===== src/rtl/core/lkv_pkg.sv =====
// Shared constants and controller/datapath interface types for the LRU key-value cache.
`timescale 1ns / 1ps

package lkv_pkg;

    localparam int DATA_W          = 32;
    localparam int CFG_W           = 5;
    localparam int ENTRIES_DEFAULT = 16;

    localparam logic [CFG_W-1:0] CAP_RESET = 5'd16;

    localparam logic MODE_GET = 1'b0;
    localparam logic MODE_PUT = 1'b1;

    localparam logic [0:0] REG_ENTRIES_IN_USE = 1'b0;

    typedef struct packed {
        logic load;
        logic scan;
        logic decide;
        logic update;
    } lkv_cmd_t;

    typedef struct packed {
        logic index_last;
        logic need_update;
    } lkv_stat_t;

endpackage


===== src/rtl/core/lru_key_value_cache.sv =====
// Top level of the LRU key-value cache: configuration register, sequencer and datapath.
//
//  Channel   Handshake                      Payload
//  request   start, accepted when !busy     mode, key, write_value
//  result    done, one-cycle strobe         hit, read_value, evicted
//  config    APB write, pready tied high    paddr, pwdata, prdata
//
// A request makes one pass over the entry memories that compares keys and finds the oldest
// and first free entries, then a decision step, then a second pass that rewrites ages; a get
// that misses skips the second pass and ends after the decision step.
// Each pass reads one entry per cycle through the single read port of each memory.
// busy falls in the cycle that done is high, so the next request may start there.
// Reset clears all valid bits and the occupancy count; the receiver cannot stall results.
`timescale 1ns / 1ps

module lru_key_value_cache
    import lkv_pkg::*;
#(
    parameter int ENTRIES = ENTRIES_DEFAULT
)
(
    input  logic              clk,
    input  logic              rst_n,
    input  logic              psel,
    input  logic              penable,
    input  logic              pwrite,
    input  logic [2:0]        paddr,
    input  logic [31:0]       pwdata,
    output logic [31:0]       prdata,
    output logic              pready,
    input  logic              start,
    input  logic              mode,
    input  logic [DATA_W-1:0] key,
    input  logic [DATA_W-1:0] write_value,
    output logic              busy,
    output logic              done,
    output logic              hit,
    output logic [DATA_W-1:0] read_value,
    output logic              evicted
);

    logic [CFG_W-1:0] entries_reg;
    lkv_cmd_t         cmd;
    lkv_stat_t        stat;

    assign pready = 1'b1;

    always_ff @(posedge clk or negedge rst_n)
    begin
        if (!rst_n)
        begin
            entries_reg <= CAP_RESET;
        end
        else if (psel && penable && pwrite && (paddr[2:2] == REG_ENTRIES_IN_USE))
        begin
            entries_reg <= pwdata[CFG_W-1:0];
        end
    end

    assign prdata = (paddr[2:2] == REG_ENTRIES_IN_USE) ? {{(32-CFG_W){1'b0}}, entries_reg}
                                                        : '0;

    lkv_ctrl u_ctrl (
        .clk   (clk),
        .rst_n (rst_n),
        .start (start),
        .stat  (stat),
        .cmd   (cmd),
        .busy  (busy),
        .done  (done)
    );

    lkv_datapath #(
        .ENTRIES (ENTRIES)
    ) u_datapath (
        .clk            (clk),
        .rst_n          (rst_n),
        .cmd            (cmd),
        .stat           (stat),
        .mode           (mode),
        .key            (key),
        .write_value    (write_value),
        .entries_in_use (entries_reg),
        .hit            (hit),
        .read_value     (read_value),
        .evicted        (evicted)
    );

    assert property (@(posedge clk) disable iff (!rst_n) done |-> !busy)
        else $error("Result strobe raised while a request is still in progress.");

    assert property (@(posedge clk) disable iff (!rst_n) (start && !busy) |=> busy)
        else $error("Accepted request did not raise busy.");

    assert property (@(posedge clk) disable iff (!rst_n) (done && evicted) |-> !hit)
        else $error("Eviction reported on a request that hit.");

    assert property (@(posedge clk) disable iff (!rst_n) (done && !hit) |-> (read_value == '0))
        else $error("Nonzero read value on a miss.");

endmodule


===== src/rtl/core/lkv_ctrl.sv =====
// Request sequencer: scan pass, decision step, age update pass and result strobe.
`timescale 1ns / 1ps

module lkv_ctrl
    import lkv_pkg::*;
(
    input  logic      clk,
    input  logic      rst_n,
    input  logic      start,
    input  lkv_stat_t stat,
    output lkv_cmd_t  cmd,
    output logic      busy,
    output logic      done
);

    typedef enum logic [2:0] {
        S_IDLE,
        S_SCAN,
        S_SCAN_END,
        S_DECIDE,
        S_UPD,
        S_UPD_END
    } state_t;

    state_t state_reg;
    logic   busy_reg;
    logic   done_reg;

    always_comb
    begin
        cmd        = '0;
        cmd.load   = start && !busy_reg;
        cmd.scan   = (state_reg == S_SCAN);
        cmd.decide = (state_reg == S_DECIDE);
        cmd.update = (state_reg == S_UPD);
    end

    always_ff @(posedge clk or negedge rst_n)
    begin
        if (!rst_n)
        begin
            state_reg <= S_IDLE;
            busy_reg  <= 1'b0;
            done_reg  <= 1'b0;
        end
        else
        begin
            done_reg <= 1'b0;
            case (state_reg)
                S_IDLE:
                begin
                    if (start)
                    begin
                        state_reg <= S_SCAN;
                        busy_reg  <= 1'b1;
                    end
                end
                S_SCAN:
                begin
                    if (stat.index_last)
                    begin
                        state_reg <= S_SCAN_END;
                    end
                end
                S_SCAN_END:
                begin
                    state_reg <= S_DECIDE;
                end
                S_DECIDE:
                begin
                    if (stat.need_update)
                    begin
                        state_reg <= S_UPD;
                    end
                    else
                    begin
                        state_reg <= S_IDLE;
                        busy_reg  <= 1'b0;
                        done_reg  <= 1'b1;
                    end
                end
                S_UPD:
                begin
                    if (stat.index_last)
                    begin
                        state_reg <= S_UPD_END;
                    end
                end
                S_UPD_END:
                begin
                    state_reg <= S_IDLE;
                    busy_reg  <= 1'b0;
                    done_reg  <= 1'b1;
                end
                default:
                begin
                    state_reg <= S_IDLE;
                    busy_reg  <= 1'b0;
                end
            endcase
        end
    end

    assign busy = busy_reg;
    assign done = done_reg;

endmodule


===== src/rtl/core/lkv_datapath.sv =====
// Entry storage, scan accumulators, replacement decision and age update for the cache.
`timescale 1ns / 1ps

module lkv_datapath
    import lkv_pkg::*;
#(
    parameter int ENTRIES = ENTRIES_DEFAULT
)
(
    input  logic              clk,
    input  logic              rst_n,
    input  lkv_cmd_t          cmd,
    output lkv_stat_t         stat,
    input  logic              mode,
    input  logic [DATA_W-1:0] key,
    input  logic [DATA_W-1:0] write_value,
    input  logic [CFG_W-1:0]  entries_in_use,
    output logic              hit,
    output logic [DATA_W-1:0] read_value,
    output logic              evicted
);

    localparam int IDX_W = (ENTRIES > 1) ? $clog2(ENTRIES) : 1;
    localparam int AGE_W = IDX_W;
    localparam int CNT_W = $clog2(ENTRIES + 1);
    localparam int CMP_W = (CNT_W > CFG_W) ? CNT_W : CFG_W;

    localparam logic [IDX_W-1:0] IDX_LAST = IDX_W'(ENTRIES - 1);

    logic [DATA_W-1:0] key_mem [ENTRIES];
    logic [DATA_W-1:0] val_mem [ENTRIES];
    logic [AGE_W-1:0]  age_mem [ENTRIES];
    logic [ENTRIES-1:0] valid_reg;
    logic [CNT_W-1:0]   count_reg;

    logic              mode_reg;
    logic [DATA_W-1:0] key_reg;
    logic [DATA_W-1:0] wval_reg;

    logic [IDX_W-1:0]  idx_reg;
    logic [IDX_W-1:0]  pipe_idx_reg;
    logic              pipe_scan_reg;
    logic              pipe_upd_reg;
    logic [DATA_W-1:0] key_q;
    logic [DATA_W-1:0] val_q;
    logic [AGE_W-1:0]  age_q;
    logic              vld_q;

    logic              found_reg;
    logic [IDX_W-1:0]  found_idx_reg;
    logic [AGE_W-1:0]  found_age_reg;
    logic [DATA_W-1:0] found_val_reg;
    logic              old_seen_reg;
    logic [IDX_W-1:0]  old_idx_reg;
    logic [AGE_W-1:0]  old_age_reg;
    logic              free_seen_reg;
    logic [IDX_W-1:0]  free_idx_reg;

    logic [IDX_W-1:0]  target_reg;
    logic              miss_put_reg;
    logic              hit_reg;
    logic              evict_reg;
    logic [DATA_W-1:0] rdata_reg;

    logic [CMP_W-1:0]  cap_raw;
    logic [CMP_W-1:0]  cap_eff;
    logic              full;
    logic              is_put;
    logic              miss_put;
    logic [IDX_W-1:0]  slot;
    logic              is_target;
    logic              age_inc;
    logic              age_we;
    logic [AGE_W-1:0]  age_wd;

    always_comb
    begin
        cap_raw = CMP_W'(entries_in_use);
        if (cap_raw == '0)
        begin
            cap_eff = CMP_W'(1);
        end
        else if (cap_raw > CMP_W'(ENTRIES))
        begin
            cap_eff = CMP_W'(ENTRIES);
        end
        else
        begin
            cap_eff = cap_raw;
        end
        full     = (CMP_W'(count_reg) >= cap_eff);
        is_put   = (mode_reg == MODE_PUT);
        miss_put = is_put && !found_reg;
        if (found_reg)
        begin
            slot = found_idx_reg;
        end
        else if (full)
        begin
            slot = old_idx_reg;
        end
        else
        begin
            slot = free_idx_reg;
        end
        is_target = (pipe_idx_reg == target_reg);
        age_inc   = vld_q && !is_target && (miss_put_reg || (age_q < found_age_reg));
        age_we    = pipe_upd_reg && (is_target || age_inc);
        age_wd    = is_target ? '0 : age_q + AGE_W'(1);
    end

    assign stat.index_last  = (idx_reg == IDX_LAST);
    assign stat.need_update = found_reg || is_put;

    always_ff @(posedge clk)
    begin
        key_q <= key_mem[idx_reg];
        if (cmd.decide && miss_put)
        begin
            key_mem[slot] <= key_reg;
        end
    end

    always_ff @(posedge clk)
    begin
        val_q <= val_mem[idx_reg];
        if (cmd.decide && is_put)
        begin
            val_mem[slot] <= wval_reg;
        end
    end

    always_ff @(posedge clk)
    begin
        age_q <= age_mem[idx_reg];
        if (age_we)
        begin
            age_mem[pipe_idx_reg] <= age_wd;
        end
    end

    always_ff @(posedge clk)
    begin
        if (cmd.load)
        begin
            mode_reg <= mode;
            key_reg  <= key;
            wval_reg <= write_value;
        end
        pipe_idx_reg <= idx_reg;
        if (cmd.decide)
        begin
            target_reg   <= slot;
            miss_put_reg <= miss_put;
            rdata_reg    <= (found_reg && !is_put) ? found_val_reg : '0;
        end
        if (pipe_scan_reg && vld_q && !found_reg && (key_q == key_reg))
        begin
            found_idx_reg <= pipe_idx_reg;
            found_age_reg <= age_q;
            found_val_reg <= val_q;
        end
        if (pipe_scan_reg && vld_q && (!old_seen_reg || (age_q > old_age_reg)))
        begin
            old_idx_reg <= pipe_idx_reg;
            old_age_reg <= age_q;
        end
        if (pipe_scan_reg && !vld_q && !free_seen_reg)
        begin
            free_idx_reg <= pipe_idx_reg;
        end
    end

    always_ff @(posedge clk or negedge rst_n)
    begin
        if (!rst_n)
        begin
            valid_reg     <= '0;
            count_reg     <= '0;
            idx_reg       <= '0;
            pipe_scan_reg <= 1'b0;
            pipe_upd_reg  <= 1'b0;
            vld_q         <= 1'b0;
            found_reg     <= 1'b0;
            old_seen_reg  <= 1'b0;
            free_seen_reg <= 1'b0;
            hit_reg       <= 1'b0;
            evict_reg     <= 1'b0;
        end
        else
        begin
            pipe_scan_reg <= cmd.scan;
            pipe_upd_reg  <= cmd.update;
            vld_q         <= valid_reg[idx_reg];
            if (cmd.load || cmd.decide)
            begin
                idx_reg <= '0;
            end
            else if (cmd.scan || cmd.update)
            begin
                idx_reg <= (idx_reg == IDX_LAST) ? '0 : idx_reg + IDX_W'(1);
            end
            if (cmd.load)
            begin
                found_reg     <= 1'b0;
                old_seen_reg  <= 1'b0;
                free_seen_reg <= 1'b0;
            end
            else if (pipe_scan_reg)
            begin
                if (vld_q && (key_q == key_reg))
                begin
                    found_reg <= 1'b1;
                end
                if (vld_q)
                begin
                    old_seen_reg <= 1'b1;
                end
                if (!vld_q)
                begin
                    free_seen_reg <= 1'b1;
                end
            end
            if (cmd.decide)
            begin
                hit_reg   <= found_reg;
                evict_reg <= miss_put && full;
                if (miss_put)
                begin
                    valid_reg[slot] <= 1'b1;
                    if (!full)
                    begin
                        count_reg <= count_reg + CNT_W'(1);
                    end
                end
            end
        end
    end

    assign hit        = hit_reg;
    assign read_value = rdata_reg;
    assign evicted    = evict_reg;

endmodule


===== config.mk =====
export PLATFORM = sky130hd
export DESIGN_NAME = lru_key_value_cache
export DESIGN_NICKNAME = d
export VERILOG_FILES = /design/src/rtl/core/lkv_pkg.sv /design/src/rtl/core/lru_key_value_cache.sv /design/src/rtl/core/lkv_ctrl.sv /design/src/rtl/core/lkv_datapath.sv
export SDC_FILE = /design/constraint.sdc
export NUM_CORES = 1
export LEC_CHECK = 0
export BUFFER_PORTS_ARGS = -buffer_cell sky130_fd_sc_hd__buf_2
export CELL_PAD_IN_SITES_DETAIL_PLACEMENT = 0
export CELL_PAD_IN_SITES_GLOBAL_PLACEMENT = 1
export CORE_AREA = 3 3 274 477
export CTS_CLUSTER_SIZE = 30
export DETAILED_ROUTE_END_ITERATION = 10
export DIE_AREA = 0 0 277 480
export HOLD_SLACK_MARGIN = 0.08
export PLACE_DENSITY_LB_ADDON = 0.1
export SLEW_MARGIN = 10
export SYNTH_ARGS = -nofsm -noshare
export SYNTH_HDL_FRONTEND = slang
export SYNTH_SLANG_ARGS = --single-unit
export TNS_END_PERCENT = 10

===== constraint.sdc =====
create_clock -name clk -period 5.95 [get_ports clk]
set_clock_uncertainty 0.15 [all_clocks]
set_input_delay 0.595 -clock clk [delete_from_list [all_inputs] [get_ports clk]]
set_output_delay 0.595 -clock clk [all_outputs]
set_load 0.03 [all_outputs]

After elaboration in Yosys (flattened, before gate mapping)
Memories as Yosys holds them, arrays and structs flattened. A register that Yosys moved wholly into a read port is not among the register bits.
Index checks and enable logic that the tools add are counted.

word-level totals
  flip-flop bits (word level) = 201
  latch bits = 0
  memory bits (writable) = 1088
  ROM bits = 0
  bits of input ports = 106
  output and inout port bits = 69
  word-level logic and storage cells = 143
  memories = 3

memory list
  memory              depth  bits a word  rd ports  clocked after memory_dff  write ports  line                text
  u_datapath.key_mem  16     32           1         1                         1            lkv_datapath.sv:30  logic [DATA_W-1:0] key_mem [ENTRIES];
  u_datapath.val_mem  16     32           1         1                         1            lkv_datapath.sv:31  logic [DATA_W-1:0] val_mem [ENTRIES];
  u_datapath.age_mem  16     4            1         1                         1            lkv_datapath.sv:32  logic [AGE_W-1:0] age_mem [ENTRIES];

operators by class
  add/sub/neg operators = 3
  $mul = 0
  div/mod/pow operators = 0
  magnitude comparators = 7
  equal/unequal tests = 13
  shifts and indexed selects = 0
  muxes and demuxes = 38
  bitwise gates (word level) = 4
  reduce and logical (&&, ||, !) cells = 47

operator list
  cell                 number
  $eq 32x32->1         1
  $mux 4               6
  $logic_and 1x1->1    20
  $mux 1               20
  $or 16x16->16        1
  $mux 5               3
  $pmux 3 s5           1
  $mux 3               4
  $lt 4x5->1 const B   2
  $reduce_and 3->1     3
  $add 4x1->4 const B  2
  $ne 2x2->1 const B   4
  $reduce_and 2->1     4
  $reduce_bool 2->1    4
  $logic_not 1->1      7
  $eq 3x2->1 const B   2
  $eq 3x3->1 const B   2
  $logic_or 1x1->1     6
  $add 5x1->5 const B  1
  $ge 5x5->1           1
  $gt 5x5->1 const B   1
  $logic_not 5->1      1
  $bmux 1 s4           1
  $demux 1 s4          1
  other kinds (12)     14

Logic depth before layout (Yosys ltp)
Gate-level depths: netlist of run 1.

  depth in word-level cells = 11
  depth in mapped cells = 11
  depth with buffers taken out = 10

Hierarchy
From an unflattened synthesis of run 1, not the netlist that was laid out.

unflattened totals
  cells, all modules = 2154
  area total of the unflattened synthesis = 50489.7 sq um

by module, submodules not included
  module               times used  cells each  area each (sq um)  seq. area each (sq um)
  lkv_datapath         1           2078        49722.7            39562.9
  lru_key_value_cache  1           46          467.9              126.4
  lkv_ctrl             1           30          299.0              125.1

Worst setup path before layout of run 1
OpenSTA, ideal clock, no wires.

  path kind = register to register
  from = register u_ctrl.state_reg[2]
  to = memory u_datapath.key_mem[15][0], enable pin
  arrival = 5.162 ns
  setup slack = 0.133 ns
  cell stages (with the launch flop) = 7
  path buffers = 1
  cell sequence = dfrtp_1 clkbuf_1 nor2b_1 nand2_1 inv_1 nand2_1 nor4_1

between the ends
  cells in the longest elaborated chain, start to end = 4

RTL lines
  item                          line                 text
  from (decl)                   lkv_ctrl.sv:25       state_t state_reg;
  from (signal assigned)        lkv_ctrl.sv:42       state_reg <= S_IDLE;
  from (signal assigned)        lkv_ctrl.sv:54       state_reg <= S_SCAN;
  from (signal assigned)        lkv_ctrl.sv:62       state_reg <= S_SCAN_END;
  $eq 3x2->1                    lkv_ctrl.sv:34       cmd.decide = (state_reg == S_DECIDE);
  $logic_and 1x1->1             lkv_datapath.sv:118  if (cmd.decide && miss_put)
  $mux 1                        lkv_datapath.sv:118
  $mux 1 (implied by the code)  lkv_datapath.sv:120  key_mem[slot] <= key_reg;
  to (decl)                     lkv_datapath.sv:30

Every way passes these cells.

Worst setup path after layout of run 1
  from = register u_ctrl.state_reg[0]
  to = memory u_datapath.key_mem[7][23], enable pin

Same word-level chain as after synthesis.

==> reports/metrics.yaml, run 1 <==
cells_and_area:
  nFillCells: 10700
  design_area_mm2: 0.0582
  stdcell_count: 4228
  multi_input_area_mm2: 0.0104
  layout_common_cells: "edfxtp_1, mux4_2, clkbuf_16"
  seq_area_mm2: 0.0398
  drive_gt1_share_pct: 29.6
  largestRegisters: "u_datapath.key_mem: 512 flops, u_datapath.val_mem: 512 flops, u_datapath.age_mem: 64 flops"
  area.growth.synth_to_final_pct: 15.0
  layout_commonest_cell: "edfxtp_1"
  nNetsFinal: 2578
worst_setup_path:
  slowest_delay_ps: 630
  worstPathRequired_ps: 6140
  setup.worst_path.start_class: "flop"
  cp_slowest_cell: "nor2_4"
  rrSetupSlack_ps: 1610
  r2r_cells: 8
  crit_type: "flop to flop"
  path_common_cell: "nand2_1"
  worstPathArrival_ps: 4540
  worstSetupEndpointType: "flop"
  worstPathMaxFanout: 20
  crit_chain: "nor2b_1, nand2_1, inv_2, nand2_1, nor2_1, nand3_1, nor2_4, buf_4"
  rr_endpoint: "u_datapath.key_mem[7][23]$_DFFE_PP_"
  r2r-start: "u_ctrl.state_reg[0]$_DFFE_PN0P_"
detailed_routing:
  wl_mm: 118
  vias: 22400
  drt_iter0_drc: 1667
  drtAntennaViolNets: 0
  routedWlPerCell_um: 27.8
  drc_errors: 0
  via_per_inst: 5.29
  dr.pass1.iters: 6
synth:
  synth_edf_count: 1242
  yosysTopAreaCell: "edfxtp_1"
  synth_top_area_share_pct: 73.6
  yosys_warnings: 0
  async_flop_share_pct: 3.17
  netlist_instances: 2183
  ys_ff_latch: 1357
  synthFlopType: "edfxtp_1"
  yosysSeqAreaShare_pct: 78.6
  synthTopCellsByArea: "edfxtp_1, mux4_2, dfxtp_1, dfrtp_1, buf_6"
  avgSynthCellArea_um2: 23.2
  syn_area_mm2: 0.0507
  ys_types: 61
min_path:
  hold_depth: 0
  worstHoldStart: "u_datapath.val_q[0]$_DFF_P_"
  hp-class: "flop to flop"
  hold_end: "u_datapath.found_val_reg[0]$_DFFE_PP_"
power_and_ir_drop:
  vdd_drop_max_mv: 0.367
  leakage_nw: 18.5
  power.density_mw_per_mm2: 425
  p_total_mw: 24.7
placed_design:
  dpl_cell_area_mm2: 0.0534
  placed_cells: 3924
  gp_congestion: 0.752
  portBuffers: 117
  hpwl_mm: 65.3
job:
  max_cap_violations: 0
global_route:
  grt_pass1_wl_mm: 171
  grt_antenna_before_repair: 4
  track_usage_pct: 17.8
  grt_pass1_vias: 24900
  grt_overflow: 0
  grt_max_degree: 137
floorplan:
  die_y_um: 480
  die_area_mm2: 0.133
  fp-row-count: 173
  ios: 175
  start_util_pct: 39.8
  core-area_mm2: 0.127
  chipWidth_um: 277
timing:
  layout_min_cycle_time_ps: 4340
  finalCritPeriodShare_pct: 73.0
  slew_headroom_pct: 22.3
  drv_slew: 0
  setup_violations: 0
  max_freq_mhz: 230
  fin_tns_setup_ps: 0
  rsz0062_at_grt: "false"
  worstMarginPinSlew_ps: 1170
  final_hold_viol_count: 0
clock_network:
  post_cts_buffers: 0
  cts_tree: "built"
  clock-sinks: 1357
  cts_buffers: 121
  clockBufferDepth: 3
  cts_root_buf: "clkbuf_16"
  insertion_delay_ps: 740
  clkTransAtPathRegs_ps: 70
  ctsHtreeMaxLevel: 3
run_status:
  status: "complete, no violations"
-- metrics by stage --
step | worst slack (ps) | hold slack [ps] | utilization [%]
global placement | 1580 | 236 | 42.0
finish | 1610 | 249 | 45.8
detailed placement | 1570 | 239 | 42.0
CTS | 1500 | 181 | 45.8
global route | 1300 | 237 | 45.8
floorplan | 133 | 149 | -
-- timing repair --
action / 4_1_cts / 5_1_grt
resized for setup: 0 / 0
setup endpoints to repair: 0 / 0
endpoints found under the hold margin: 113 / 0
hold buffers: 72 / 0
-- metal layers --
layer	wire length (µm)	GRT usage [%]	part of all wire, %	vias up
met5	0	0	0	-
met3	4290	2.32	3.6	170
li1	-	-	-	9595
met4	3340	6.04	2.8	0
met1	44100	20.6	38	12100
met2	65900	33.8	56	496
-- worst max-delay path, delay by kind of cell, from the launching register on --
kind	cells	cell delay (ps)
buf+inv	2	820
flops	1	460
simple gates	6	2450
-- power breakdown --
group	leakage [nW]	internal [mW]	switching [mW]
Clock	1.98	4.51	3.49
Combinational	4.20	2.69	2.48
Sequential	12.3	11.0	0.589
-- worst max path at each step --
stage	depth (start not counted)	endpoint	slack [ps]	from
floorplan	6	u_datapath.key_mem[15][0]$_DFFE_PP_	130	u_ctrl.state_reg[2]$_DFFE_PN0P_
CTS	8	u_datapath.key_mem[4][23]$_DFFE_PP_	1500	u_ctrl.state_reg[0]$_DFFE_PN0P_
finish	8	u_datapath.key_mem[7][23]$_DFFE_PP_	1610	u_ctrl.state_reg[0]$_DFFE_PN0P_
global placement	11	u_datapath.key_mem[14][11]$_DFFE_PP_	1580	entries_reg[1]$_DFFE_PN0P_
detailed placement	8	u_datapath.key_mem[4][27]$_DFFE_PP_	1570	u_ctrl.state_reg[0]$_DFFE_PN0P_
global route	11	u_datapath.key_mem[14][6]$_DFFE_PP_	1300	entries_reg[1]$_DFFE_PN0P_
-- cells in the mapped netlist, drive strengths merged, types with 9 or more instances --
| master | instances |
|---|---|
| clkbuf | 43 |
| nor2 | 50 |
| edfxtp | 1242 |
| dfxtp | 72 |
| o21bai | 14 |
| xnor2 | 25 |
| nor2b | 14 |
| and2 | 33 |
| nor4 | 11 |
| nor3 | 25 |
| xor2 | 17 |
| ha | 15 |
| buf | 77 |
| o21ai | 12 |
| a21oi | 23 |
| dfrtp | 42 |
| mux2 | 9 |
| mux4 | 345 |
| inv | 17 |
| nand2 | 23 |
-- logic make-up after synthesis --
logic type | Yosys count | share of synthesized area (%)
DFF | 1357 | 78.6
other | 2 | 0.0148
AOI/OAI and AO/OA | 72 | 0.978
xor gates and xnor gates | 42 | 0.726
buffers and inverters | 137 | 1.60
adders and majority gates | 15 | 0.370
muxes | 360 | 15.7
and+or+nand+nor | 198 | 2.08
-- cell type report --
cell class	count	share of cell area [%]
clock buffer	163	5.80
clock inverter	67	1.20
tap	1662	3.57
sequential	1357	68.4
antenna	2	0.00859
inverter	17	0.110
timing repair buffer	245	3.11
multi-input combinational	715	17.8
Note: power is estimated with default switching activity, not from simulation.
==> run 2: changes to the inputs <==
Settings changed: ABC_AREA from default to 1, CORE_AREA 3 3 274 477 to 3 3 276 482, DIE_AREA 0 0 277 480 to 0 0 279 485.
Clock period 5.95 ns to 4 ns, I/O delays scaled along.
==> run 2 against run 1 <==
Wire length is 18% higher. Synthesized cell count rose by 73%. Total power up 50%. Global-route usage increased by 2.8 points. Critical endpoint is now u_datapath.val_mem[7][25]$_DFFE_PP_. Die area increased by 1.8%. Largest power group unchanged.
==> reports/metrics.yaml, run 2 <==
run_status:
  status: "complete, no violations"
global_route:
  track_usage_pct: 20.6  # +2.8 points
  grt_pass1_vias: 31500  # +27%
  grt_max_degree: 153  # +12%
  grt_antenna_before_repair: 3  # -1
  grt_pass1_wl_mm: 205  # +19%
  grt_overflow: 0  # unchanged
floorplan:
  start_util_pct: 39.8  # about the same
  core-area_mm2: 0.130  # +2.0%
  chipWidth_um: 279  # +0.72%
  ios: 175  # unchanged
  fp-row-count: 175  # +1.2%
  die_y_um: 485  # +1.0%
  die_area_mm2: 0.135  # +1.8%
worst_setup_path:
  r2r_cells: 16  # +8
  worstPathMaxFanout: 24  # +20%
  worstSetupEndpointType: "flop"
  setup.worst_path.start_class: "flop"
  crit_chain: "inv_1, nand4_1, nand2_1, nand2_1, ha_1, nand2_2, inv_1, nand2_4, nand3_4, nand2_1, nand3_2, nand2_2, nor2_4, nand2_1, nor2_4, buf_12"
  crit_start: "entries_reg[3]$_DFFE_PN0P_"
  path_common_cell: "nand2_1"
  r2r-start: "entries_reg[3]$_DFFE_PN0P_"
  worstPathRequired_ps: 4270  # -1870 ps
  worstPathArrival_ps: 3600  # -940 ps
  slowest_delay_ps: 380  # -250 ps
  rr_endpoint: "u_datapath.val_mem[7][25]$_DFFE_PP_"
  cp_slowest_cell: "dfrtp_1"
  rrSetupSlack_ps: 670  # -930 ps
  crit_type: "flop to flop"
detailed_routing:
  dr.pass1.iters: 6  # unchanged
  drc_errors: 0  # unchanged
  routedWlPerCell_um: 24.1  # -14%
  vias: 30900  # +38%
  drtAntennaViolNets: 0  # unchanged
  via_per_inst: 5.35  # +1.1%
  wl_mm: 139  # +18%
  drt_iter0_drc: 2028  # +22%
min_path:
  worstHoldStart: "key[11]"
  hold_depth: 2  # +2
  hp-class: "input pin to flop"
  hold_end: "u_datapath.key_reg[11]$_DFFE_PP_"
synth:
  yosysSeqAreaShare_pct: 77.0  # -1.6 points
  yosys_warnings: 0  # unchanged
  avgSynthCellArea_um2: 13.7  # -41%
  yosysTopAreaCell: "edfxtp_1"
  synth_edf_count: 1242  # unchanged
  ys_ff_latch: 1357  # unchanged
  netlist_top_cells_count: "edfxtp_1, nor2_1, o21ai_0"
  yosysMostFrequentCell: "edfxtp_1"
  synthTopCellsByArea: "edfxtp_1, o21ai_0, nor2_1, dfxtp_1, dfrtp_1"
  syn_area_mm2: 0.0517  # +2.0%
  async_flop_share_pct: 3.17  # unchanged
  ys_types: 40  # -34%
  netlist_instances: 3777  # +73%
  synthFlopType: "edfxtp_1"
  synth_top_area_share_pct: 72.1  # -1.5 points
placed_design:
  placed_cells: 5455  # +39%
  gp_congestion: 0.729  # -3.1%
  dpl_cell_area_mm2: 0.0550  # +2.9%
  portBuffers: 117  # unchanged
  dp_slack_ps: 574  # -997 ps
  hpwl_mm: 76.0  # +16%
timing:
  drv_slew: 0  # unchanged
  finalCritPeriodShare_pct: 83.2  # +10 points
  fin_tns_setup_ps: 0  # unchanged
  slew_headroom_pct: 18.0  # -4.2 points
  whs_ps: 215  # -33.3 ps
  fin_ws_ps: 673  # -934 ps
  layout_min_cycle_time_ps: 3330  # -1020 ps
  final_hold_viol_count: 0  # unchanged
  setup_violations: 0  # unchanged
  max_freq_mhz: 301  # +31%
  rsz0062_at_grt: "false"
  worstMarginPinSlew_ps: 1230  # +62.2 ps
cells_and_area:
  area.growth.synth_to_final_pct: 16.2
  layout_common_cells: "edfxtp_1, nor2_1, o21ai_0"
  largestRegisters: "u_datapath.key_mem: 512 flops, u_datapath.val_mem: 512 flops, u_datapath.age_mem: 64 flops"
  design_area_mm2: 0.0601  # +3.2%
  layout_commonest_cell: "edfxtp_1"
  final_util_pct: 46.3  # +0.52 points
  drive_gt1_share_pct: 12.2  # -17 points
  nNetsFinal: 4112  # +60%
  stdcell_count: 5775  # +37%
clock_network:
  clockBufferDepth: 3  # unchanged
  clkTransAtPathRegs_ps: 60  # about the same
  ctsHtreeMaxLevel: 4  # +1
  cts_root_buf: "clkbuf_16"
  cts_buffers: 132  # +9.1%
  hold_buffers: 83  # +15%
  ctsResizeCount: 0  # unchanged
  clock-sinks: 1357  # unchanged
  cts_tree: "built"
  post_cts_buffers: 0  # unchanged
  insertion_delay_ps: 750  # about the same
power_and_ir_drop:
  vdd_drop_max_mv: 0.344  # -6.3%
  p_total_mw: 37.1  # +50%
  leakage_nw: 20.3  # +9.8%
  power.density_mw_per_mm2: 617  # +45%
job:
  max_cap_violations: 0  # unchanged
## run 2: changes by cell type after synthesis, moves of 22 or more
cell | previous run | this run
mux4_2 | 345 | 0
o221ai_1 | 0 | 110
and2_1 | 33 | 0
nand3_1 | 8 | 142
o21ai_0 | 7 | 499
nor2_1 | 49 | 630
o211ai_1 | 0 | 27
o22ai_1 | 3 | 164
o21ai_1 | 2 | 64
buf_2 | 17 | 62
clkbuf_1 | 43 | 144
inv_1 | 16 | 124
buf_6 | 22 | 0
nand2_1 | 23 | 243
## run 2: cell families after synthesis
family	count (synthesis)	share of synthesized area [%]
other cells	2	0.0145
mux	1	0.0218
compound gates	892	10.0
xor+xnor	33	0.559
buf+inv	390	3.19
flops	1357	77.0
fa+ha+maj	15	0.363
simple gates	1087	8.84
## run 2: area by class of cell
| cell class | count | area (µm²) |
|---|---|---|
| clock inverter | 45 | 480 |
| tap | 1681 | 2100 |
| antenna | 1 | 2.50 |
| sequential | 1357 | 39800 |
| timing repair buffer | 309 | 2860 |
| inverter | 135 | 527 |
| fill | 11600 | 69700 |
| multi-input combinational | 2056 | 10500 |
| clock buffer | 191 | 3810 |
## run 2: critical path, delay by kind of cell, from the launching register on
kind | cells | cell delay, ps
simple gates | 12 | 1700
buf+inv | 3 | 480
flops | 1 | 380
fa+ha+maj | 1 | 280
## run 2: metal layers
layer	GRT usage, %	vias to the layer above	share of wire, %	wire length, µm
li1	-	14300	-	-
met5	0	-	0	0
met2	38.9	671	55	75900
met3	2.58	218	3.3	4540
met4	7.04	0	3.1	4350
met1	23.8	15700	39	54200
## run 2: how the worst max path moves through the flow
stage	end	slack [ps]
after global routing	u_datapath.key_mem[11][11]$_DFFE_PP_	360
after CTS	u_datapath.val_mem[7][25]$_DFFE_PP_	570
after detailed placement	u_datapath.key_mem[11][5]$_DFFE_PP_	570
after global placement	u_datapath.key_mem[11][5]$_DFFE_PP_	590
final	u_datapath.val_mem[7][25]$_DFFE_PP_	670
after floorplan	u_datapath.val_mem[10][0]$_DFFE_PP_	250
## run 2: where the power goes
part / internal, mW / total [mW] / switching [mW] / leakage (nW)
Clock: 7.17 / 12.4 / 5.28 / 2.10
Combinational: 2.01 / 6.88 / 4.87 / 5.84
Sequential: 17.0 / 17.7 / 0.756 / 12.4
